--- src/design/xcsfp_pkg.sv ---
// shared types and constants of the xor-checked serial frame parser
package xcsfp_pkg;

	localparam int unsigned ADDR_W = 3;
	localparam int unsigned DATA_W = 32;

	// register byte addresses
	localparam logic [ADDR_W-1:0] REG_HEARTBEAT_CODE = 3'd0;

	// frame header bytes
	localparam logic [7:0] HDR_FIRST  = 8'h24;
	localparam logic [7:0] HDR_SECOND = 8'h52;

	localparam logic [7:0] HEARTBEAT_RESET = 8'd100;
	localparam logic [7:0] HEARTBEAT_LEN   = 8'd4;

	// result status codes
	typedef enum logic [1:0] {
		ST_NONE    = 2'd0,
		ST_PAYLOAD = 2'd1,
		ST_GOOD    = 2'd2,
		ST_BAD     = 2'd3
	} status_t;

	typedef struct packed {
		logic [7:0] rx_byte;
		logic       buffer_start;
	} in_word_t;

	typedef struct packed {
		status_t     status;
		logic [7:0]  command;
		logic [7:0]  length;
		logic [7:0]  byte_index;
		logic [7:0]  payload_byte;
		logic        heartbeat_valid;
		logic [31:0] heartbeat_word;
	} out_word_t;

endpackage

--- src/design/xcsfp_in_if.sv ---
// valid/ready channel carrying one received byte word
interface xcsfp_in_if;
	logic       valid;
	logic       ready;
	logic [7:0] rx_byte;
	logic       buffer_start;

	modport source (output valid, output rx_byte, output buffer_start, input ready);
	modport sink (input valid, input rx_byte, input buffer_start, output ready);
endinterface

--- src/design/xcsfp_out_if.sv ---
// valid/ready channel carrying one parser result word
interface xcsfp_out_if;
	logic                  valid;
	logic                  ready;
	xcsfp_pkg::status_t    status;
	logic [7:0]            command;
	logic [7:0]            length;
	logic [7:0]            byte_index;
	logic [7:0]            payload_byte;
	logic                  heartbeat_valid;
	logic [31:0]           heartbeat_word;

	modport source (
		output valid, output status, output command, output length,
		output byte_index, output payload_byte, output heartbeat_valid,
		output heartbeat_word, input ready
	);
	modport sink (
		input valid, input status, input command, input length,
		input byte_index, input payload_byte, input heartbeat_valid,
		input heartbeat_word, output ready
	);
endinterface

--- src/design/xor_checked_serial_frame_parser.sv ---
// xor-checked serial frame parser top level with apb register port
// output: a result word is registered when its byte word is accepted
// throughput: one byte word per cycle while each result is taken as it comes; the output
//   register refills in the same cycle its result is taken
// reset: arst_n clears the parser to hunting, all frame fields to zero, the
//   heartbeat code to 100 and empties the output register
module xor_checked_serial_frame_parser (
	input  logic                              clk,
	input  logic                              arst_n,
	input  logic                              psel,
	input  logic                              penable,
	input  logic                              pwrite,
	input  logic [xcsfp_pkg::ADDR_W-1:0]      paddr,
	input  logic [xcsfp_pkg::DATA_W-1:0]      pwdata,
	output logic [xcsfp_pkg::DATA_W-1:0]      prdata,
	output logic                              pready,
	xcsfp_in_if.sink                          rx,
	xcsfp_out_if.source                       res
);

	// parser phase codes
	localparam logic [2:0] PH_HUNT   = 3'd0;
	localparam logic [2:0] PH_DOLLAR = 3'd1;
	localparam logic [2:0] PH_R      = 3'd2;
	localparam logic [2:0] PH_CMD    = 3'd3;
	localparam logic [2:0] PH_DATA   = 3'd4;

	// configuration register
	logic [7:0] hb_code_q;

	// parser state
	logic [2:0]  phase_q;
	logic [7:0]  xor_q;
	logic [7:0]  count_q;
	logic [7:0]  cmd_q;
	logic [7:0]  len_q;
	logic [31:0] first_word_q;

	// output register
	logic                 out_valid_q;
	xcsfp_pkg::out_word_t out_q;

	logic                 take;
	logic                 cfg_wr;
	logic [2:0]           phase_d;
	logic [7:0]           xor_d;
	logic [7:0]           count_d;
	logic [7:0]           cmd_d;
	logic [7:0]           len_d;
	logic [31:0]          first_word_d;
	xcsfp_pkg::out_word_t out_d;

	// apb port: zero wait states, single register
	assign pready = 1'b1;
	assign cfg_wr = psel && penable && pwrite && pready;

	always_comb begin
		prdata = '0;
		if (paddr == xcsfp_pkg::REG_HEARTBEAT_CODE) begin
			prdata = {{(xcsfp_pkg::DATA_W-8){1'b0}}, hb_code_q};
		end
	end

	always_ff @(posedge clk or negedge arst_n) begin
		if (!arst_n) begin
			hb_code_q <= xcsfp_pkg::HEARTBEAT_RESET;
		end else if (cfg_wr && paddr == xcsfp_pkg::REG_HEARTBEAT_CODE) begin
			hb_code_q <= pwdata[7:0];
		end
	end

	// a new byte word enters whenever the output register is free or draining
	assign rx.ready = !out_valid_q || res.ready;
	assign take     = rx.valid && rx.ready;

	// next state and result for the byte word at the input
	always_comb begin
		logic [2:0] ph;
		logic [7:0] b;
		ph = rx.buffer_start ? PH_HUNT : phase_q;
		b  = rx.rx_byte;

		// start flag clears phase, running xor and payload count only
		phase_d      = ph;
		xor_d        = rx.buffer_start ? 8'd0 : xor_q;
		count_d      = rx.buffer_start ? 8'd0 : count_q;
		cmd_d        = cmd_q;
		len_d        = len_q;
		first_word_d = first_word_q;

		out_d.status          = xcsfp_pkg::ST_NONE;
		out_d.byte_index      = 8'd0;
		out_d.payload_byte    = 8'd0;
		out_d.heartbeat_valid = 1'b0;
		out_d.heartbeat_word  = 32'd0;

		unique case (ph)
			PH_HUNT: begin
				if (b == xcsfp_pkg::HDR_FIRST) begin
					phase_d = PH_DOLLAR;
				end
			end
			PH_DOLLAR: begin
				// a broken header drops the byte, it is not a new dollar sign
				if (b == xcsfp_pkg::HDR_SECOND) begin
					phase_d = PH_R;
					xor_d   = 8'd0;
				end else begin
					phase_d = PH_HUNT;
				end
			end
			PH_R: begin
				// command byte starts a fresh heartbeat word
				cmd_d        = b;
				xor_d        = xor_d ^ b;
				count_d      = 8'd0;
				first_word_d = 32'd0;
				phase_d      = PH_CMD;
			end
			PH_CMD: begin
				len_d   = b;
				xor_d   = xor_d ^ b;
				count_d = 8'd0;
				phase_d = PH_DATA;
			end
			PH_DATA: begin
				if (count_d == len_q) begin
					// checksum byte ends the frame either way
					if (xor_d == b) begin
						out_d.status = xcsfp_pkg::ST_GOOD;
						if (cmd_q == hb_code_q && len_q == xcsfp_pkg::HEARTBEAT_LEN) begin
							out_d.heartbeat_valid = 1'b1;
							out_d.heartbeat_word  = first_word_q;
						end
					end else begin
						out_d.status = xcsfp_pkg::ST_BAD;
					end
					phase_d = PH_HUNT;
					xor_d   = 8'd0;
					count_d = 8'd0;
				end else begin
					out_d.status       = xcsfp_pkg::ST_PAYLOAD;
					out_d.byte_index   = count_d;
					out_d.payload_byte = b;
					if (count_d[7:2] == 6'd0) begin
						first_word_d = first_word_q | ({24'd0, b} << {count_d[1:0], 3'b000});
					end
					xor_d   = xor_d ^ b;
					count_d = count_d + 8'd1;
				end
			end
			default: begin
				// unused phase codes drop the byte
				phase_d = PH_HUNT;
				xor_d   = 8'd0;
				count_d = 8'd0;
			end
		endcase

		out_d.command = cmd_d;
		out_d.length  = len_d;
	end

	always_ff @(posedge clk or negedge arst_n) begin
		if (!arst_n) begin
			phase_q      <= PH_HUNT;
			xor_q        <= 8'd0;
			count_q      <= 8'd0;
			cmd_q        <= 8'd0;
			len_q        <= 8'd0;
			first_word_q <= 32'd0;
		end else if (take) begin
			phase_q      <= phase_d;
			xor_q        <= xor_d;
			count_q      <= count_d;
			cmd_q        <= cmd_d;
			len_q        <= len_d;
			first_word_q <= first_word_d;
		end
	end

	always_ff @(posedge clk or negedge arst_n) begin
		if (!arst_n) begin
			out_valid_q <= 1'b0;
		end else if (take) begin
			out_valid_q <= 1'b1;
		end else if (res.ready) begin
			out_valid_q <= 1'b0;
		end
	end

	// result payload, no reset needed
	always_ff @(posedge clk) begin
		if (take) begin
			out_q <= out_d;
		end
	end

	assign res.valid           = out_valid_q;
	assign res.status          = out_q.status;
	assign res.command         = out_q.command;
	assign res.length          = out_q.length;
	assign res.byte_index      = out_q.byte_index;
	assign res.payload_byte    = out_q.payload_byte;
	assign res.heartbeat_valid = out_q.heartbeat_valid;
	assign res.heartbeat_word  = out_q.heartbeat_word;

	// a payload word always lies inside the frame length
	a_payload_in_frame: assert property (@(posedge clk) disable iff (!arst_n)
		res.valid && res.status == xcsfp_pkg::ST_PAYLOAD |-> res.byte_index < res.length)
		else $error("payload index beyond frame length");

	// heartbeat report only on a good frame of length four
	a_heartbeat_good: assert property (@(posedge clk) disable iff (!arst_n)
		res.valid && res.heartbeat_valid |->
			res.status == xcsfp_pkg::ST_GOOD && res.length == xcsfp_pkg::HEARTBEAT_LEN)
		else $error("heartbeat outside a good frame");

	// a frame end always leaves the parser hunting
	a_end_to_hunt: assert property (@(posedge clk) disable iff (!arst_n)
		take && (out_d.status == xcsfp_pkg::ST_GOOD || out_d.status == xcsfp_pkg::ST_BAD)
			|=> phase_q == PH_HUNT && count_q == 8'd0 && xor_q == 8'd0)
		else $error("parser not hunting after frame end");

	// payload count never runs past the frame length while data is expected
	a_count_bound: assert property (@(posedge clk) disable iff (!arst_n)
		phase_q == PH_DATA |-> count_q <= len_q)
		else $error("payload count past frame length");

endmodule
--- src/flat_wrapper.sv ---
// flat-port wrapper written by rule: the top's interface ports become plain ports
module xor_checked_serial_frame_parser_flat 
  (clk, arst_n, psel, penable, pwrite, paddr, pwdata, prdata, pready, rx_valid, rx_rx_byte, rx_buffer_start, rx_ready, res_valid, res_status, res_command, res_length, res_byte_index, res_payload_byte, res_heartbeat_valid, res_heartbeat_word, res_ready);
  xcsfp_in_if rx_i ();
  xcsfp_out_if res_i ();
  input  logic clk;
  input  logic arst_n;
  input  logic psel;
  input  logic penable;
  input  logic pwrite;
  input  logic [xcsfp_pkg::ADDR_W-1:0] paddr;
  input  logic [xcsfp_pkg::DATA_W-1:0] pwdata;
  output logic [xcsfp_pkg::DATA_W-1:0] prdata;
  output logic pready;
  input wire logic [$bits(rx_i.valid)-1:0] rx_valid;
  input wire logic [$bits(rx_i.rx_byte)-1:0] rx_rx_byte;
  input wire logic [$bits(rx_i.buffer_start)-1:0] rx_buffer_start;
  output wire logic [$bits(rx_i.ready)-1:0] rx_ready;
  output wire logic [$bits(res_i.valid)-1:0] res_valid;
  output wire logic [$bits(res_i.status)-1:0] res_status;
  output wire logic [$bits(res_i.command)-1:0] res_command;
  output wire logic [$bits(res_i.length)-1:0] res_length;
  output wire logic [$bits(res_i.byte_index)-1:0] res_byte_index;
  output wire logic [$bits(res_i.payload_byte)-1:0] res_payload_byte;
  output wire logic [$bits(res_i.heartbeat_valid)-1:0] res_heartbeat_valid;
  output wire logic [$bits(res_i.heartbeat_word)-1:0] res_heartbeat_word;
  input wire logic [$bits(res_i.ready)-1:0] res_ready;
  assign rx_i.valid = rx_valid;
  assign rx_i.rx_byte = rx_rx_byte;
  assign rx_i.buffer_start = rx_buffer_start;
  assign rx_ready = rx_i.ready;
  assign res_valid = res_i.valid;
  assign res_status = res_i.status;
  assign res_command = res_i.command;
  assign res_length = res_i.length;
  assign res_byte_index = res_i.byte_index;
  assign res_payload_byte = res_i.payload_byte;
  assign res_heartbeat_valid = res_i.heartbeat_valid;
  assign res_heartbeat_word = res_i.heartbeat_word;
  assign res_i.ready = res_ready;
  xor_checked_serial_frame_parser u_core (.clk(clk), .arst_n(arst_n), .psel(psel), .penable(penable), .pwrite(pwrite), .paddr(paddr), .pwdata(pwdata), .prdata(prdata), .pready(pready), .rx(rx_i), .res(res_i));
endmodule
--- config.mk ---
export PLATFORM = sky130hd
export DESIGN_NAME = xor_checked_serial_frame_parser_flat
export DESIGN_NICKNAME = d
export VERILOG_FILES = /design/src/design/xcsfp_pkg.sv /design/src/design/xcsfp_in_if.sv /design/src/design/xcsfp_out_if.sv /design/src/design/xor_checked_serial_frame_parser.sv /design/src/flat_wrapper.sv
export SDC_FILE = /design/constraint.sdc
export NUM_CORES = 1
export LEC_CHECK = 0
export ABC_AREA = 1
export BUFFER_PORTS_ARGS = -buffer_cell sky130_fd_sc_hd__buf_2
export CORE_UTILIZATION = 50
export CTS_BUF_LIST = sky130_fd_sc_hd__clkbuf_8
export CTS_CLUSTER_DIAMETER = 40
export CTS_CLUSTER_SIZE = 12
export DETAILED_ROUTE_END_ITERATION = 16
export MAX_ROUTING_LAYER = met4
export PLACE_DENSITY_LB_ADDON = 0.2
export SYNTH_ARGS = -nofsm -noshare
export SYNTH_HDL_FRONTEND = slang
export SYNTH_SLANG_ARGS = --single-unit
--- constraint.sdc ---
create_clock -name clk -period 3.4 [get_ports clk]
set_input_delay 0.68 -clock clk [delete_from_list [all_inputs] [get_ports clk]]
set_output_delay 0.68 -clock clk [all_outputs]
set_load 0.01 [all_outputs]
Yosys cells after proc, flatten, opt, wreduce, memory -nomap -nowiden
Index checks and enable logic that the tools add are counted.
{"block": "totals", "word_cells": 75, "reg_bits": 143}
{"block": "classes", "mux": 23, "n_reduce_logical": 19, "bitwise_logic": 3, "n_shift": 1, "eq_ne": 12, "add_sub_neg": 1}
{"op": "$mux W32", "n": 2}
{"op": "$mux W8", "n": 8}
{"op": "$pmux W32 S2", "n": 1}
{"op": "$mux W33", "n": 1}
{"op": "$or A32 B32 Y32", "n": 1}
{"op": "$pmux W8 S4", "n": 1}
{"op": "$shl A8 B5 Y32", "n": 1}
{"op": "$eq A8 B8 Y1", "n": 3}
{"op": "$pmux W8 S2", "n": 1}
{"op": "$pmux W3 S5", "n": 1}
{"op": "$mux W3", "n": 3}
{"op": "$add A8 B1 Y8 const B", "n": 1}
{"op": "$eq A8 B3 Y1 const B", "n": 1}
{"op": "$eq A8 B6 Y1 const B", "n": 1}
{"op": "$eq A8 B7 Y1 const B", "n": 1}
{"op": "$reduce_and A4 Y1", "n": 2}
{"op": "$xor A8 B8 Y8", "n": 1}
{"op": "$eq A3 B2 Y1 const B", "n": 2}
{"op": "$logic_not A3 Y1", "n": 2}
{"op": "$logic_not A6 Y1", "n": 1}
{"op": "$reduce_or A2 Y1", "n": 3}
{"op": "$logic_and A1 B1 Y1", "n": 5}
{"op": "$mux W1", "n": 4}
{"op": "$reduce_bool A2 Y1", "n": 2}
{"op": "10 further kinds", "n": 10}

Depth between registers and ports, before layout
{"block": "depth", "ltp_word": 6, "ltp_mapped": 14, "ltp_nobuf": 13}

Least setup slack after synthesis
No wires, ideal clock.
{"block": "synth_timing", "kind": "input to register", "from": "input res_ready", "to": "register u_core.out_q (netlist bit u_core.res.byte_index[0]) (enable)", "arrival_time_ns": 3.088, "setup_slack_ns": -0.146, "path_stages": 5, "setup_ns": 0.457, "cell_sequence": "inv_1 > nand2_1 > nand2_1 > inv_1 > buf_1"}
{"block": "synth_via", "elab_chain_len": 2}
{"item": "from (decl)", "line": "flat_wrapper.sv:27", "source": "input wire logic [$bits(res_i.ready)-1:0] res_ready;"}
{"item": "$logic_or A1 B1 Y1", "line": "xor_checked_serial_frame_parser.sv:73", "source": "assign rx.ready = !out_valid_q || res.ready;"}
{"item": "via rx_ready", "line": "flat_wrapper.sv:18", "source": "output wire logic [$bits(rx_i.ready)-1:0] rx_ready;"}
{"item": "$logic_and A1 B1 Y1", "line": "xor_checked_serial_frame_parser.sv:74", "source": "assign take = rx.valid && rx.ready;"}
{"item": "via u_core.take", "line": "xor_checked_serial_frame_parser.sv:43", "source": "logic take;"}
{"item": "to (signal assigned)", "line": "xor_checked_serial_frame_parser.sv:195", "source": "out_q <= out_d;"}
{"item": "to (decl)", "line": "xor_checked_serial_frame_parser.sv:41", "source": "xcsfp_pkg::out_word_t out_q;"}
The timed path passes the listed nets, and every way through them passes these cells.
A chain may end at the register's enable or synchronous reset.

Worst setup path in the final report
{"block": "layout_timing", "from": "input rx_buffer_start", "to": "register u_core.count_q[5]"}
{"block": "layout_via", "elab_chain_len": 4, "elab_cells_between_ends": 10}
{"item": "from (decl)", "line": "flat_wrapper.sv:17", "source": "input wire logic [$bits(rx_i.buffer_start)-1:0] rx_buffer_start;"}
{"item": "$mux W8 or $mux W3 (tied branches)", "line": "xor_checked_serial_frame_parser.sv:86, xor_checked_serial_frame_parser.sv:80"}
{"item": "$add A8 B1 Y8, or another cell as far along", "line": "xor_checked_serial_frame_parser.sv:149", "source": "count_d = count_d + 8'd1;"}
{"item": "$mux W8 or $reduce_or A2 Y1 (tied branches)"}
{"item": "$pmux W8 S2 (*)", "line": "xor_checked_serial_frame_parser.sv:97", "source": "unique case (ph)"}
{"item": "to (signal assigned)", "line": "xor_checked_serial_frame_parser.sv:175", "source": "count_q <= count_d;"}
{"item": "to (decl)", "line": "xor_checked_serial_frame_parser.sv:34", "source": "logic [7:0] count_q;"}
Every way passes the cells marked *; elsewhere a longest branch is shown, timed or not.

==> metrics.txt <==
Synth area leaders edfxtp_1 (28%), dfrtp_1 (26%), nand2_1 (16%); I/O Buffers 103; cells after synthesis 867; Initial Util between 50% and 60%; vias per std cell slightly below 5; Final #Nets 1020; Detailed Route WL 15950 µm; max cap viols 0; DR vias 5706; Req. time, crit path ~3800 ps; Final Core Density roughly 59%; Layout fillers about 1200; largest net degree at the start of global routing 65; post-detail-place hpwl 10940 µm; CP startpoint kind input port; Num CTS Buffers 17; RePlAce Congestion 0.8880; num rows 43; Setup crit start rx_buffer_start; Final ANT Viol Nets 0; post-layout min period 2462 ps; htree depth 4; Core ar. approximately 0.014 mm²; worst min path class in2async; RSZ-0062 raised after global routing no; Worst Tran Pin Value 950.6 ps; Lkg Pwr 3.912 nW; CTS max path bufs 2; Residual DRC 0; Die Width 121.0 µm; post-route setup TNS 0 ps; routed len/inst 13.74 µm; clk sinks between 100 and 150; reg2reg start u_core.phase_q[2]; Mapped Area 0.007083 mm²; first-pass GRT wire length around 26000 µm; CTS root buf clkbuf_8; post-synth cell types 30; Synth area leader edfxtp_1; Slew Limit Fails 0; 1st-iter DRT viols about 550; gr ovfl total 0; Mapped Avg Cell Area about 8.2 µm²; number of synthesized register bits 143; Top-Level Pins 153; clock transition at the registers of the reported paths about 80 ps; initial antenna violation count 0; crit-path max FO 31; die height 121.0 µm; Yosys warning count 0; crit path DAT 2850 ps; Hold Vio Cnt, Final 0; Final setup viols 0; CTS Hold Bufs 0; clock tree from TritonCTS yes; n_diodes 0; crit share post-route 72.41%; Clock Skew 12.62 ps; insertion delay to the later sink of the worst-skew pair 450 ps; area delta synth->final 15.07%; die area 0.01465 mm²; Yosys top cell area share 28.40%; DRT Pass-1 Iters 9; outcome completed; Total Routing Usage GR a little under a quarter; share of cells above drive strength 1 16.31%; fmax 406.2 MHz; CP endpoint kind register; register area share after synthesis 55.31%; Post-CTS Resized 0; number of post-CTS setup repair buffers 0; vias in the first global route 4996; Worst slew margin 36.39%; Worst VDD drop 0.0003061 V; Pwr Density ~560 mW/mm²; Setup Crit Path Kind in2reg
==> cells in the mapped netlist <==
| cell | count |
|---|---|
| a21oi_1 | 4 |
| a31oi_1 | 2 |
| buf_1 | 4 |
| buf_2 | 11 |
| buf_4 | 26 |
| buf_6 | 5 |
| clkbuf_1 | 14 |
| clkinv_1 | 1 |
| conb_1 | 2 |
| dfrtp_1 | 73 |
| dfstp_2 | 3 |
| edfxtp_1 | 67 |
| inv_1 | 97 |
| inv_2 | 2 |
| nand2_1 | 302 |
| nand2_2 | 3 |
| nand3_1 | 33 |
| nand3_2 | 1 |
| nand3b_1 | 1 |
| nand4_1 | 15 |
| nor2_1 | 97 |
| nor2_2 | 1 |
| nor2_4 | 1 |
| nor4_1 | 4 |
| o21ai_0 | 55 |
| o21ai_1 | 27 |
| o22ai_1 | 3 |
| or3_1 | 1 |
| xnor2_1 | 2 |
| xor2_1 | 10 |
==> stage by stage <==
step / cells / worst slack, ps / hold slack, ps / total power [mW] / cell area, µm²
6_report: 1161 / 938.1 / 247.2 / 4.542 / 8150
3_3_place_gp: 1130 / 530.5 / 464.4 / 3.047 / 7704
2_1_floorplan: 890 / 73.86 / 384.4 / 2.776 / 7174
3_5_place_dp: 1130 / 530.4 / 466.6 / 3.059 / 7704
4_1_cts: 1161 / 1011 / 245.9 / 4.575 / 8150
5_1_grt: 1161 / 736.1 / 271.6 / 4.783 / 8150
==> routing by layer <==
layer / part of all wire (%) / GRT usage, %
met5: 0 / -
met4: 1.6 / 8.025
met3: 6.1 / 4.276
met2: 43 / 33.61
met1: 49 / 34.75
==> worst max-delay path, cell delays in order <==
cell     delay, ps
buf_2          170
inv_2          240
nand2_1        200
inv_1           70
nor2_1         720
inv_1          310
a21oi_1        280
nand3_1        100
nand2_1         70
==> state kept, by name, summed over array words and instances (netlist names) <==
register	flops
u_core.res.command	8
u_core.count_q	8
u_core.cmd_q	8
u_core.hb_code_q	8
u_core.phase_q	3
u_core.res.heartbeat_valid	1
u_core.res.status	2
u_core.res.payload_byte	8
u_core.res.length	8
u_core.res.byte_index	8
u_core.res.valid	1
u_core.xor_q	8
u_core.len_q	8
u_core.res.heartbeat_word	32
u_core.first_word_q	32
==> power breakdown <==
part | switching [mW] | leakage, nW | total (mW) | internal, mW
Combinational | 0.585 | 2.01 | 0.871 | 0.286
Sequential | 0.121 | 1.68 | 2.16 | 2.04
Clock | 0.631 | 0.229 | 1.51 | 0.881
==> path summary, 6_finish.rpt <==
kind | endpoint | slack (ps) | depth (start not counted)
max reg2reg | u_core.count_q[5] | 1260 | 7
max | u_core.count_q[5] | 940 | 9
min reg2reg | u_core.phase_q[1] | 490 | 2
min | u_core.xor_q[7] | 250 | 1
min in group clk | u_core.hb_code_q[7] | 440 | 3
max in group asynchronous | u_core.hb_code_q[6] | 2400 | 2
==> cell families (layout without fill, tap and decap cells) <==
kind of cell	count (synthesis)	in the layout	synth area share, %
buffers and inverters	160	251	10.58
DFF	143	143	55.31
xor gates and xnor gates	12	12	1.484
other	2	25	0.1060
AOI/OAI and AO/OA	91	91	6.518
and+or+nand+nor	459	459	26.00
==> cell usage in the layout, fill, tap and decap left out, types with 14 or more instances in the layout <==
cell | synthesis | routed
buf_2 | 11 | 103
buf_4 | 26 | 14
clkbuf_8 | 0 | 18
conb_1 | 2 | 25
dfrtp_1 | 73 | 73
edfxtp_1 | 67 | 67
inv_1 | 97 | 99
nand2_1 | 302 | 302
nand3_1 | 33 | 33
nand4_1 | 15 | 15
nor2_1 | 97 | 97
o21ai_0 | 55 | 55
o21ai_1 | 27 | 27
==> area by class of cell <==
| class | instances | area [µm²] | area share, % |
|---|---|---|---|
| flip-flops and latches | 143 | 3918 | 48.07 |
| multi-input cells | 587 | 2502 | 30.70 |
| repair buffers | 120 | 680.7 | 8.351 |
| inverters | 100 | 377.9 | 4.636 |
| clock buffers | 18 | 247.7 | 3.040 |
| well taps | 180 | 225.2 | 2.763 |
| clock inverters | 13 | 198.9 | 2.441 |
Note: power is estimated with default switching activity, not from simulation.
